===== src/rtl/dcit_pkg.sv =====
// dcit_pkg: shared types and constants of the dual interval timer
// register offsets, control bit positions, opcodes and transfer payloads
// no dependencies
package dcit_pkg;

    localparam int COUNT_W = 16;
    localparam int BYTE_W  = 8;
    localparam int FLAG_W  = 2;

    // opcodes
    localparam logic [1:0] OP_TICK  = 2'd0;
    localparam logic [1:0] OP_READ  = 2'd1;
    localparam logic [1:0] OP_WRITE = 2'd2;

    // register map offsets
    localparam logic [3:0] REG_ALL_ONES = 4'd1;
    localparam logic [3:0] REG_TA_LO    = 4'd4;
    localparam logic [3:0] REG_TA_HI    = 4'd5;
    localparam logic [3:0] REG_TB_LO    = 4'd6;
    localparam logic [3:0] REG_TB_HI    = 4'd7;
    localparam logic [3:0] REG_ICR      = 4'd13;
    localparam logic [3:0] REG_CRA      = 4'd14;
    localparam logic [3:0] REG_CRB      = 4'd15;

    // control byte bits
    localparam int CTRL_RUN     = 0;
    localparam int CTRL_ONESHOT = 3;
    localparam int CTRL_CASCADE = 6;
    localparam int ICR_SETCLR   = 7;

    localparam logic [BYTE_W-1:0]  READ_ALL_ONES = 8'hff;
    localparam logic [COUNT_W-1:0] COUNT_WRAP    = 16'hffff;

    typedef struct packed {
        logic [1:0]        opcode;
        logic [3:0]        reg_offset;
        logic [BYTE_W-1:0] write_byte;
    } in_item_t;

    typedef struct packed {
        logic [BYTE_W-1:0] read_byte;
        logic              irq_pulse;
        logic [FLAG_W-1:0] status_flags;
    } out_item_t;

    // next state of one timer after a tick
    typedef struct packed {
        logic [COUNT_W-1:0] count;
        logic [BYTE_W-1:0]  control;
        logic               wrap;
    } timer_next_t;

endpackage


===== src/rtl/dcit_in_if.sv =====
// dcit_in_if: valid/ready channel carrying one timer command item
// depends on dcit_pkg
interface dcit_in_if;
    logic                valid;
    logic                ready;
    dcit_pkg::in_item_t  data;

    modport source (output valid, output data, input ready);
    modport sink   (input valid, input data, output ready);
endinterface


===== src/rtl/dcit_out_if.sv =====
// dcit_out_if: valid/ready channel carrying one timer result item
// depends on dcit_pkg
interface dcit_out_if;
    logic                valid;
    logic                ready;
    dcit_pkg::out_item_t data;

    modport source (output valid, output data, input ready);
    modport sink   (input valid, input data, output ready);
endinterface


===== src/rtl/dual_cascadable_interval_timer.sv =====
// dual_cascadable_interval_timer: top level of the two-timer block
// handshake control and result register; depends on dcit_pkg, dcit_in_if,
// dcit_out_if and dcit_core
//
//   channel | direction | payload                                 | handshake
//   --------+-----------+-----------------------------------------+-----------
//   cmd     | in        | opcode, reg_offset, write_byte          | valid/ready
//   rsp     | out       | read_byte, irq_pulse, status_flags      | valid/ready
//
// one command item per clock while rsp does not stall; its result is held in
// the result register from the cycle after the transfer, set by the single pass through dcit_core
// rst_n clears all timer state, the mask and the wrap flags, and empties the
// result register
// a new command is taken while the result register is empty or being drained
// in the same cycle, so a stalled rsp holds cmd only once the register is full
module dual_cascadable_interval_timer (
    input  logic       clk,
    input  logic       rst_n,
    dcit_in_if.sink    cmd,
    dcit_out_if.source rsp
);
    import dcit_pkg::*;

    logic      out_valid_reg, out_valid_next;
    out_item_t out_data_reg;
    out_item_t result;
    logic      take;

    // command transfer: free slot or the held result leaves this cycle
    assign cmd.ready = !out_valid_reg || rsp.ready;
    assign take      = cmd.valid && cmd.ready;

    // state update and result computation for the item in transfer
    dcit_core u_core (
        .clk    (clk),
        .rst_n  (rst_n),
        .go     (take),
        .item   (cmd.data),
        .result (result)
    );

    always_comb
    begin
        out_valid_next = out_valid_reg;
        if (take)
        begin
            out_valid_next = 1'b1;
        end
        else if (rsp.ready)
        begin
            out_valid_next = 1'b0;
        end
    end

    always_ff @(posedge clk or negedge rst_n)
    begin
        if (!rst_n)
        begin
            out_valid_reg <= 1'b0;
        end
        else
        begin
            out_valid_reg <= out_valid_next;
        end
    end

    // result payload, no reset needed
    always_ff @(posedge clk)
    begin
        if (take)
        begin
            out_data_reg <= result;
        end
    end

    assign rsp.valid = out_valid_reg;
    assign rsp.data  = out_data_reg;

endmodule


===== src/rtl/dcit_timer.sv =====
// dcit_timer: next-state logic of one 16-bit down counter for one tick
// depends on dcit_pkg
module dcit_timer (
    input  logic [15:0]          count,
    input  logic [7:0]           control,
    input  logic [15:0]          reload,
    input  logic                 enable,
    output dcit_pkg::timer_next_t nxt
);
    import dcit_pkg::*;

    logic [COUNT_W-1:0] dec;
    logic               wrap;

    assign dec  = count - COUNT_W'(1);
    assign wrap = enable && (dec == COUNT_WRAP);

    always_comb
    begin
        nxt.count   = count;
        nxt.control = control;
        nxt.wrap    = wrap;
        if (enable)
        begin
            nxt.count = dec;
        end
        if (wrap)
        begin
            if (control[CTRL_ONESHOT])
            begin
                // one-shot: stop, counter stays at all ones
                nxt.control[CTRL_RUN] = 1'b0;
            end
            else
            begin
                nxt.count = reload;
            end
        end
    end

endmodule


===== src/rtl/dcit_core.sv =====
// dcit_core: timer state registers, bus register map and timer cascade
// depends on dcit_pkg and dcit_timer
module dcit_core (
    input  logic                clk,
    input  logic                rst_n,
    input  logic                go,
    input  dcit_pkg::in_item_t  item,
    output dcit_pkg::out_item_t result
);
    import dcit_pkg::*;

    logic [COUNT_W-1:0] count_a_reg, count_a_next;
    logic [COUNT_W-1:0] count_b_reg, count_b_next;
    logic [COUNT_W-1:0] reload_a_reg, reload_a_next;
    logic [COUNT_W-1:0] reload_b_reg, reload_b_next;
    logic [BYTE_W-1:0]  control_a_reg, control_a_next;
    logic [BYTE_W-1:0]  control_b_reg, control_b_next;
    logic [BYTE_W-1:0]  irq_enable_reg, irq_enable_next;
    logic [FLAG_W-1:0]  wrap_flags_reg, wrap_flags_next;

    logic        is_tick, is_read, is_write;
    logic        en_a, en_b;
    timer_next_t tmr_a, tmr_b;
    logic [BYTE_W-1:0] rd_byte;

    assign is_tick  = (item.opcode == OP_TICK);
    assign is_read  = (item.opcode == OP_READ);
    assign is_write = (item.opcode == OP_WRITE);

    assign en_a = is_tick && control_a_reg[CTRL_RUN];
    // cascade mode counts only the timer a wrap of this tick
    assign en_b = is_tick && control_b_reg[CTRL_RUN]
               && (!control_b_reg[CTRL_CASCADE] || tmr_a.wrap);

    dcit_timer u_timer_a (
        .count   (count_a_reg),
        .control (control_a_reg),
        .reload  (reload_a_reg),
        .enable  (en_a),
        .nxt     (tmr_a)
    );

    dcit_timer u_timer_b (
        .count   (count_b_reg),
        .control (control_b_reg),
        .reload  (reload_b_reg),
        .enable  (en_b),
        .nxt     (tmr_b)
    );

    always_comb
    begin
        rd_byte = '0;
        case (item.reg_offset)
            REG_ALL_ONES: rd_byte = READ_ALL_ONES;
            REG_TA_LO:    rd_byte = count_a_reg[7:0];
            REG_TA_HI:    rd_byte = count_a_reg[15:8];
            REG_TB_LO:    rd_byte = count_b_reg[7:0];
            REG_TB_HI:    rd_byte = count_b_reg[15:8];
            default:      rd_byte = '0;
        endcase
    end

    always_comb
    begin
        count_a_next    = count_a_reg;
        count_b_next    = count_b_reg;
        reload_a_next   = reload_a_reg;
        reload_b_next   = reload_b_reg;
        control_a_next  = control_a_reg;
        control_b_next  = control_b_reg;
        irq_enable_next = irq_enable_reg;
        wrap_flags_next = wrap_flags_reg;
        if (is_tick)
        begin
            count_a_next    = tmr_a.count;
            control_a_next  = tmr_a.control;
            count_b_next    = tmr_b.count;
            control_b_next  = tmr_b.control;
            wrap_flags_next = wrap_flags_reg | {tmr_b.wrap, tmr_a.wrap};
        end
        else if (is_write)
        begin
            case (item.reg_offset)
                REG_TA_LO: reload_a_next[7:0]  = item.write_byte;
                REG_TA_HI: reload_a_next[15:8] = item.write_byte;
                REG_TB_LO: reload_b_next[7:0]  = item.write_byte;
                REG_TB_HI: reload_b_next[15:8] = item.write_byte;
                REG_ICR:
                begin
                    if (item.write_byte[ICR_SETCLR])
                    begin
                        irq_enable_next = irq_enable_reg | item.write_byte;
                    end
                    else
                    begin
                        irq_enable_next = irq_enable_reg & ~item.write_byte;
                    end
                end
                REG_CRA:   control_a_next = item.write_byte;
                REG_CRB:   control_b_next = item.write_byte;
                default:   ;
            endcase
        end
    end

    assign result.read_byte    = is_read ? rd_byte : '0;
    assign result.irq_pulse    = tmr_a.wrap && irq_enable_reg[0];
    assign result.status_flags = wrap_flags_next;

    always_ff @(posedge clk or negedge rst_n)
    begin
        if (!rst_n)
        begin
            count_a_reg    <= '0;
            count_b_reg    <= '0;
            reload_a_reg   <= '0;
            reload_b_reg   <= '0;
            control_a_reg  <= '0;
            control_b_reg  <= '0;
            irq_enable_reg <= '0;
            wrap_flags_reg <= '0;
        end
        else if (go)
        begin
            count_a_reg    <= count_a_next;
            count_b_reg    <= count_b_next;
            reload_a_reg   <= reload_a_next;
            reload_b_reg   <= reload_b_next;
            control_a_reg  <= control_a_next;
            control_b_reg  <= control_b_next;
            irq_enable_reg <= irq_enable_next;
            wrap_flags_reg <= wrap_flags_next;
        end
    end

endmodule

===== src/flat_wrapper.sv =====
// flat-port wrapper written by rule: the top's interface ports become plain ports
module dual_cascadable_interval_timer_flat import dcit_pkg::*;
  (clk, rst_n, cmd_valid, cmd_data, cmd_ready, rsp_valid, rsp_data, rsp_ready);
  dcit_in_if cmd_i ();
  dcit_out_if rsp_i ();
  input  logic clk;
  input  logic rst_n;
  input wire logic [$bits(cmd_i.valid)-1:0] cmd_valid;
  input wire logic [$bits(cmd_i.data)-1:0] cmd_data;
  output wire logic [$bits(cmd_i.ready)-1:0] cmd_ready;
  output wire logic [$bits(rsp_i.valid)-1:0] rsp_valid;
  output wire logic [$bits(rsp_i.data)-1:0] rsp_data;
  input wire logic [$bits(rsp_i.ready)-1:0] rsp_ready;
  assign cmd_i.valid = cmd_valid;
  assign cmd_i.data = cmd_data;
  assign cmd_ready = cmd_i.ready;
  assign rsp_valid = rsp_i.valid;
  assign rsp_data = rsp_i.data;
  assign rsp_i.ready = rsp_ready;
  dual_cascadable_interval_timer u_core (.clk(clk), .rst_n(rst_n), .cmd(cmd_i), .rsp(rsp_i));
endmodule

===== config.mk =====
export PLATFORM = sky130hd
export DESIGN_NAME = dual_cascadable_interval_timer_flat
export DESIGN_NICKNAME = d
export VERILOG_FILES = /design/src/rtl/dcit_pkg.sv /design/src/rtl/dcit_in_if.sv /design/src/rtl/dcit_out_if.sv /design/src/rtl/dual_cascadable_interval_timer.sv /design/src/rtl/dcit_timer.sv /design/src/rtl/dcit_core.sv /design/src/flat_wrapper.sv
export SDC_FILE = /design/constraint.sdc
export NUM_CORES = 1
export LEC_CHECK = 0
export BUFFER_PORTS_ARGS = -buffer_cell sky130_fd_sc_hd__buf_4
export CAP_MARGIN = 0
export CORE_AREA = 2 2 103 105
export CTS_CLUSTER_DIAMETER = 120
export DETAILED_ROUTE_END_ITERATION = 8
export DIE_AREA = 0 0 105 107
export GPL_TIMING_DRIVEN = 0
export PLACE_DENSITY = 0.66
export SKIP_LAST_GASP = 1
export SLEW_MARGIN = 10
export SYNTH_ARGS = -nofsm -noshare
export SYNTH_HDL_FRONTEND = slang
export SYNTH_SLANG_ARGS = --single-unit

===== constraint.sdc =====
create_clock -name clk -period 3.4 [get_ports clk]
set_clock_uncertainty 0.05 [all_clocks]
set_input_delay 0.17 -clock clk [delete_from_list [all_inputs] [get_ports clk]]
set_output_delay 0.17 -clock clk [all_outputs]
set_load 0.005 [all_outputs]

==> results of run 1 <==
-- kinds of logic after synthesis --
| group | Yosys count | share of synthesized area [%] |
|---|---|---|
| AND/OR/NAND/NOR | 219 | 24.03 |
| AO/OA/AOI/OAI | 112 | 15.83 |
| flip-flops | 84 | 43.75 |
| buffers and inverters | 51 | 4.187 |
| multiplexers | 46 | 10.38 |
| XOR/XNOR | 6 | 1.066 |
| adder cells (fa/ha/maj) | 3 | 0.7613 |
-- layout by cell type (no fill, tap or decap), types with 8 or more instances in the layout --
cell / synthesis / layout
a221oi_1: 10 / 10
buf_4: 0 / 32
clkbuf_1: 22 / 21
clkbuf_8: 0 / 11
dfrtp_1: 73 / 73
edfxtp_1: 11 / 11
inv_1: 20 / 20
mux2_2: 41 / 41
nand2_1: 53 / 53
nand3_1: 24 / 24
nand4_1: 13 / 13
nand4b_1: 10 / 10
nor2_1: 39 / 39
nor3_1: 19 / 16
nor4_1: 11 / 11
o211ai_1: 14 / 14
o21ai_0: 32 / 32
or3_1: 8 / 8
-- critical path, stage by stage, from the launching register on --
cell and delay, ns:
dfrtp_1 0.45, inv_1 0.16, ha_2 0.24, or3b_1 0.34, buf_2 0.17, or4_4 0.58
xor2_1 0.18, nor4_2 0.21, buf_4 0.22, nand4b_1 0.19, a211oi_2 0.29, o22ai_1 0.10
-- cell type report --
type | count | area share [%]
Tap cell | 136 | 3.033
Timing Repair Buffer | 34 | 4.683
Inverter | 20 | 1.338
Clock buffer | 13 | 3.211
Buffer | 31 | 2.431
Sequential cell | 84 | 38.45
Clock inverter | 2 | 0.2899
Multi-Input combinational cell | 386 | 46.57
-- worst max path at each step --
stage / from / end / slack, ns / cells past startpoint
3_5_place_dp: u_core.u_core.count_b_reg[0] / u_core.u_core.count_b_reg[8] / 0.03 / 11
4_1_cts: u_core.u_core.count_b_reg[0] / u_core.u_core.count_b_reg[8] / 0.004 / 11
3_3_place_gp: u_core.u_core.count_b_reg[0] / u_core.u_core.count_b_reg[2] / 0.03 / 11
2_1_floorplan: u_core.u_core.count_b_reg[0] / u_core.u_core.count_b_reg[15] / 0.44 / 11
5_1_grt: u_core.u_core.count_b_reg[0] / u_core.u_core.count_b_reg[8] / -0.07 / 11
6_report: u_core.u_core.count_b_reg[0] / u_core.u_core.count_b_reg[8] / 0.09 / 11
-- power by group --
| part | switching [mW] | internal (mW) | leakage [nW] |
|---|---|---|---|
| Clock | 0.381 | 0.348 | 0.0969 |
| Sequential | 0.0906 | 1.11 | 1.01 |
| Combinational | 0.377 | 0.271 | 1.20 |
| Total | 0.849 | 1.73 | 2.31 |
-- metal layers --
metal / up-vias / wire (um) / GRT usage [%]
met4: 0 / 204 / 7.524
met2: 180 / 6227 / 39.19
met1: 2138 / 6239 / 35.57
met5: - / 0 / 0
met3: 17 / 994 / 4.559
li1: 2049 / - / -
-- what timing repair did --
action	4_1_cts	5_1_grt
setup buffers	0	2
hold buffers	3	0
hold endpoints to repair	75	0
gates resized for setup	0	15
endpoints found under the setup margin	0	18
-- through the flow --
stage | cells | setup TNS, ns
floorplan | 521 | 0
global placement | 686 | 0
detailed placement | 686 | 0
CTS | 704 | 0
global route | 706 | -0.1037
finish | 706 | 0
==> flow_summary.json, run 1 <==
{
  "io_buffers": 29,
  "fp.dieW_um": 105,
  "syn_inst": 521,
  "coreArea_um2": 10090,
  "cts_sinks": 84,
  "cts_buffers": 9,
  "grt_remaining_overflow": 0,
  "synth_area_um2": 4931,
  "drive_gt1_share_pct": 20.53,
  "clk_pin_slew_ns": 0.09,
  "worst_ir_drop_vdd_uv": 250.5,
  "area_growth_pct": 13.78,
  "crit_type": "flop to flop",
  "p_per_area_nw_per_um2": 460.1,
  "pre_cts_ws_ns": 0.02641,
  "wl_per_cell_um": 19.36,
  "async_reset_ff_share_pct": 86.90,
  "hold_depth": 2,
  "grt_pass1_vias": 4086,
  "yosysMostFrequentCell": "dfrtp_1",
  "finalSetupViolCount": 0,
  "wl_mm": 13.67,
  "synth-seq-cells": 84,
  "drc": 0,
  "via_count": 4384,
  "synth_top_area_cell": "dfrtp_1",
  "fin_crit_sh_pct": 97.46,
  "outcome": "finished, final reports clean",
  "start_kind": "flop",
  "place.gp.congestion": 0.9620,
  "multiInputGateArea_um2": 2613,
  "critPathCaptureType": "flop",
  "final-seq-area_um2": 2157,
  "nets": 587,
  "min_from": "cmd_data[1]",
  "slew_viol_final": 0,
  "finalHoldViolCount": 0,
  "pin_count": 31,
  "rr_startpoint": "u_core.u_core.count_b_reg[0]",
  "drt-initial-drc-count": 331,
  "rsz0062_at_grt": "true",
  "period_minus_slack_ns": 3.314,
  "dieArea_um2": 11240,
  "min_path_type": "primary input to flop",
  "holdPathEnd": "u_core.u_core.reload_a_reg[1]",
  "avgSynthCellArea_um2": 9.464,
  "insertion_delay_ns": 0.38,
  "finish.utilization_pct": 55.59,
  "hold_slack_ns": 0.01678,
  "grt_first_pass_wirelength_mm": 21.76,
  "final.setup.worst_slack_ns": 0.08638,
  "power_mw": 2.581,
  "tightestPinTransition_ns": 0.9541,
  "cts_htree_levels": 3,
  "r2r_setup_slack_ns": 0.09,
  "p_leak_nw": 2.306,
  "max_freq_mhz": 301.8,
  "firstDrtPassIters": 5,
  "ys.flop_type": "dfrtp_1",
  "synth_top_area_share_pct": 37.05,
  "max_slew_margin_pct": 36.39,
  "synth-edff-count": 11,
  "critPathRequiredTime_ns": 3.61,
  "crit_arrival_ns": 3.52,
  "cts_tree": "yes",
  "viasPerCell": 6.210,
  "yosys-top-cells-count": "73 x dfrtp_1, 53 x nand2_1, 41 x mux2_2, 39 x nor2_1, 32 x o21ai_0",
  "fp.dieH_um": 107,
  "ys_top_cells_by_area": "dfrtp_1 37%, mux2_2 9.4%, edfxtp_1 6.7%",
  "final_area_um2": 5610,
  "clockRootBuffer": "clkbuf_8",
  "grt_use_total_pct": 25.06,
  "cap_violations": 0,
  "grt_max_degree": 74,
  "dp_hpwl_mm": 9.922,
  "clock_tree.buffer_depth": 2,
  "ff2ff_path_depth": 11,
  "crit_fanout": 9,
  "initial_core_util_pct": 48.86,
  "syn_nets": 542,
  "antenna_found_initial": 0,
  "postRouteAntennaNets": 0,
  "seq_area_frac_synth_pct": 43.75,
  "fillers": 968,
  "r2r-end": "u_core.u_core.count_b_reg[8]",
  "synth_warnings": 0,
  "placed_cell_area_um2": 5319,
  "synth_cell_types": 60,
  "row_count": 37,
  "antenna_cells": 0
}
Power figures use the tool's default switching activity.
==> run 2: changes to the inputs <==
--- a/config.mk
+++ b/config.mk
@@ -7,10 +7,10 @@
 export LEC_CHECK = 0
 export BUFFER_PORTS_ARGS = -buffer_cell sky130_fd_sc_hd__buf_4
 export CAP_MARGIN = 0
-export CORE_AREA = 2 2 103 105
+export CORE_AREA = 2 2 118 92
 export CTS_CLUSTER_DIAMETER = 120
 export DETAILED_ROUTE_END_ITERATION = 8
-export DIE_AREA = 0 0 105 107
+export DIE_AREA = 0 0 120 94
 export GPL_TIMING_DRIVEN = 0
 export PLACE_DENSITY = 0.66
 export SKIP_LAST_GASP = 1
==> flow_summary.json, run 2 (synthesis results as in run 1) <==
{
  "dieArea_um2": 11280,
  "worst_ir_drop_vdd_uv": 329.8,
  "grt_use_met1_pct": 38.98,
  "crit_chain": "clkbuf_1 > or3_1 > or4_4 > xor2_1 > nor4_2 > buf_4 > clkbuf_2 > nand4b_1 > o211ai_1 > o211ai_1",
  "cap_violations": 0,
  "antenna_found_initial": 0,
  "crit_arrival_ns": 3.48,
  "nets": 589,
  "dp_cells": 686,
  "cp_common_cell": "o211ai_1",
  "placed_cell_area_um2": 5319,
  "max_slew_margin_pct": 33.40,
  "cts_sinks": 84,
  "drive_gt1_share_pct": 21.82,
  "critPathRequiredTime_ns": 3.56,
  "critical-path-top-delay-family": "simple AND/OR/NAND/NOR gates",
  "finalHoldViolCount": 0,
  "final_area_um2": 5774,
  "grtUsageMet3_pct": 6.432,
  "row_count": 32,
  "outcome": "finished, final reports clean",
  "clockRootBuffer": "clkbuf_16",
  "cts_buffers": 9,
  "cp.buffers_inverters": 3,
  "tightestPinTransition_ns": 0.9954,
  "grt_remaining_overflow": 0,
  "via_count": 4438,
  "r2r-end": "u_core.u_core.count_b_reg[11]",
  "wl_mm": 14.09,
  "cp.depth": 10,
  "crit_start": "u_core.u_core.count_b_reg[5]",
  "crit_fanout": 8,
  "wl_per_cell_um": 19.87,
  "drt-initial-drc-count": 517,
  "max_freq_mhz": 301.0,
  "pin_count": 31,
  "rr_startpoint": "u_core.u_core.count_b_reg[5]",
  "firstDrtPassIters": 6,
  "grt_first_pass_wirelength_mm": 22.23,
  "slowest_delay_ns": 0.60,
  "endpoint": "u_core.u_core.count_b_reg[11]",
  "place.gp.congestion": 0.9793,
  "p_per_area_nw_per_um2": 519.8,
  "fp.dieH_um": 94,
  "coreArea_um2": 10050,
  "grt_pass1_vias": 4073,
  "cts_tree": "yes",
  "drc": 0,
  "cts_htree_levels": 3,
  "crit_type": "flop to flop",
  "fin_cells": 709,
  "fin_crit_sh_pct": 97.71,
  "area_growth_pct": 17.10,
  "r2r_setup_slack_ns": 0.08,
  "critPathCaptureType": "flop",
  "busiest_layer": "met1",
  "postRouteAntennaNets": 0,
  "slew_viol_final": 0,
  "period_minus_slack_ns": 3.322,
  "clk_pin_slew_ns": 0.06,
  "initial_core_util_pct": 49.07,
  "p_leak_nw": 2.382,
  "cpMaxStageDelayCell": "or4_4",
  "use_met2_pct": 36.41,
  "fp.dieW_um": 120,
  "min_path_type": "primary input to flop",
  "ff2ff_path_depth": 10,
  "viasPerCell": 6.260,
  "final_cell_mix": "72 x dfrtp_1, 52 x nand2_1, 41 x mux2_2",
  "antenna_cells": 0,
  "grt_use_total_pct": 25.81,
  "dp_hpwl_mm": 10.08,
  "io_buffers": 29,
  "insertion_delay_ns": 0.34,
  "finalSetupViolCount": 0,
  "layout_commonest_cell": "dfrtp_1",
  "grt_max_degree": 74,
  "clock_tree.buffer_depth": 2,
  "start_kind": "flop"
}
run 2: worst register-to-register path, stage by stage, from the launching register on:
cell      delay (ns)
dfrtp_1         0.36
clkbuf_1        0.21
or3_1           0.52
or4_4           0.60
xor2_1          0.19
nor4_2          0.40
buf_4           0.21
clkbuf_2        0.16
nand4b_1        0.24
o211ai_1        0.16
o211ai_1        0.11
run 2: metal layers:
layer  wire [um]  vias up
met1        6507     2115
met2        5838      243
met4         235        0
met5           0        -
li1            -     2055
met3        1507       25
run 2: cell type report:
| class | instances | area (um^2) |
|---|---|---|
| Fill cell | 853 | 4275 |
| Timing Repair Buffer | 36 | 272.8 |
| Tap cell | 136 | 170.2 |
| Sequential cell | 84 | 2158 |
| Clock buffer | 13 | 260.3 |
| Inverter | 20 | 77.57 |
| Multi-Input combinational cell | 386 | 2630 |
| Clock inverter | 3 | 68.82 |
| Buffer | 31 | 136.4 |
run 2: per-stage QoR:
step	setup WS, ns	util [%]	TNS [ns]	power, mW	hold slack, ns
finish	0.07780	57.46	0	3.002	0.04319
global route	-0.03960	57.46	-0.2004	3.127	0.05987
CTS	-0.04378	56.49	-0.04378	2.916	0.04255
detailed placement	-0.07182	52.93	-0.08503	1.831	0.3311
global placement	-0.1068	52.93	-0.2475	1.819	0.3235
floorplan	0.4363	-	0	1.618	-0.1756
run 2: how the worst min path moves through the flow:
| stage | start | endpoint | slack (ns) | depth (start not counted) |
|---|---|---|---|---|
| final | cmd_data[0] | u_core.u_core.reload_b_reg[0] | 0.04 | 3 |
| after global routing | cmd_data[2] | u_core.u_core.reload_b_reg[2] | 0.06 | 3 |
| after CTS | cmd_data[0] | u_core.u_core.reload_b_reg[0] | 0.04 | 3 |
| after detailed placement | rst_n | u_core.u_core.reload_b_reg[12] | 0.33 | 1 |
| after global placement | cmd_valid | u_core.rsp.valid | 0.32 | 3 |
| after floorplan | rst_n | async pin | -0.18 | 0 |
run 2: power breakdown:
group | switching, mW | internal (mW)
Sequential | 0.0799 | 1.12
Clock | 0.397 | 0.686
Combinational | 0.425 | 0.298
Total | 0.901 | 2.10
run 2: what timing repair did:
action | CTS | global route
hold buffers | 2 | 0
endpoints found under the setup margin | 6 | 22
hold endpoints to repair | 74 | 0
cloned | 0 | 0
pin swaps | 0 | 5
resized for setup | 3 | 17
setup buffers | 0 | 5
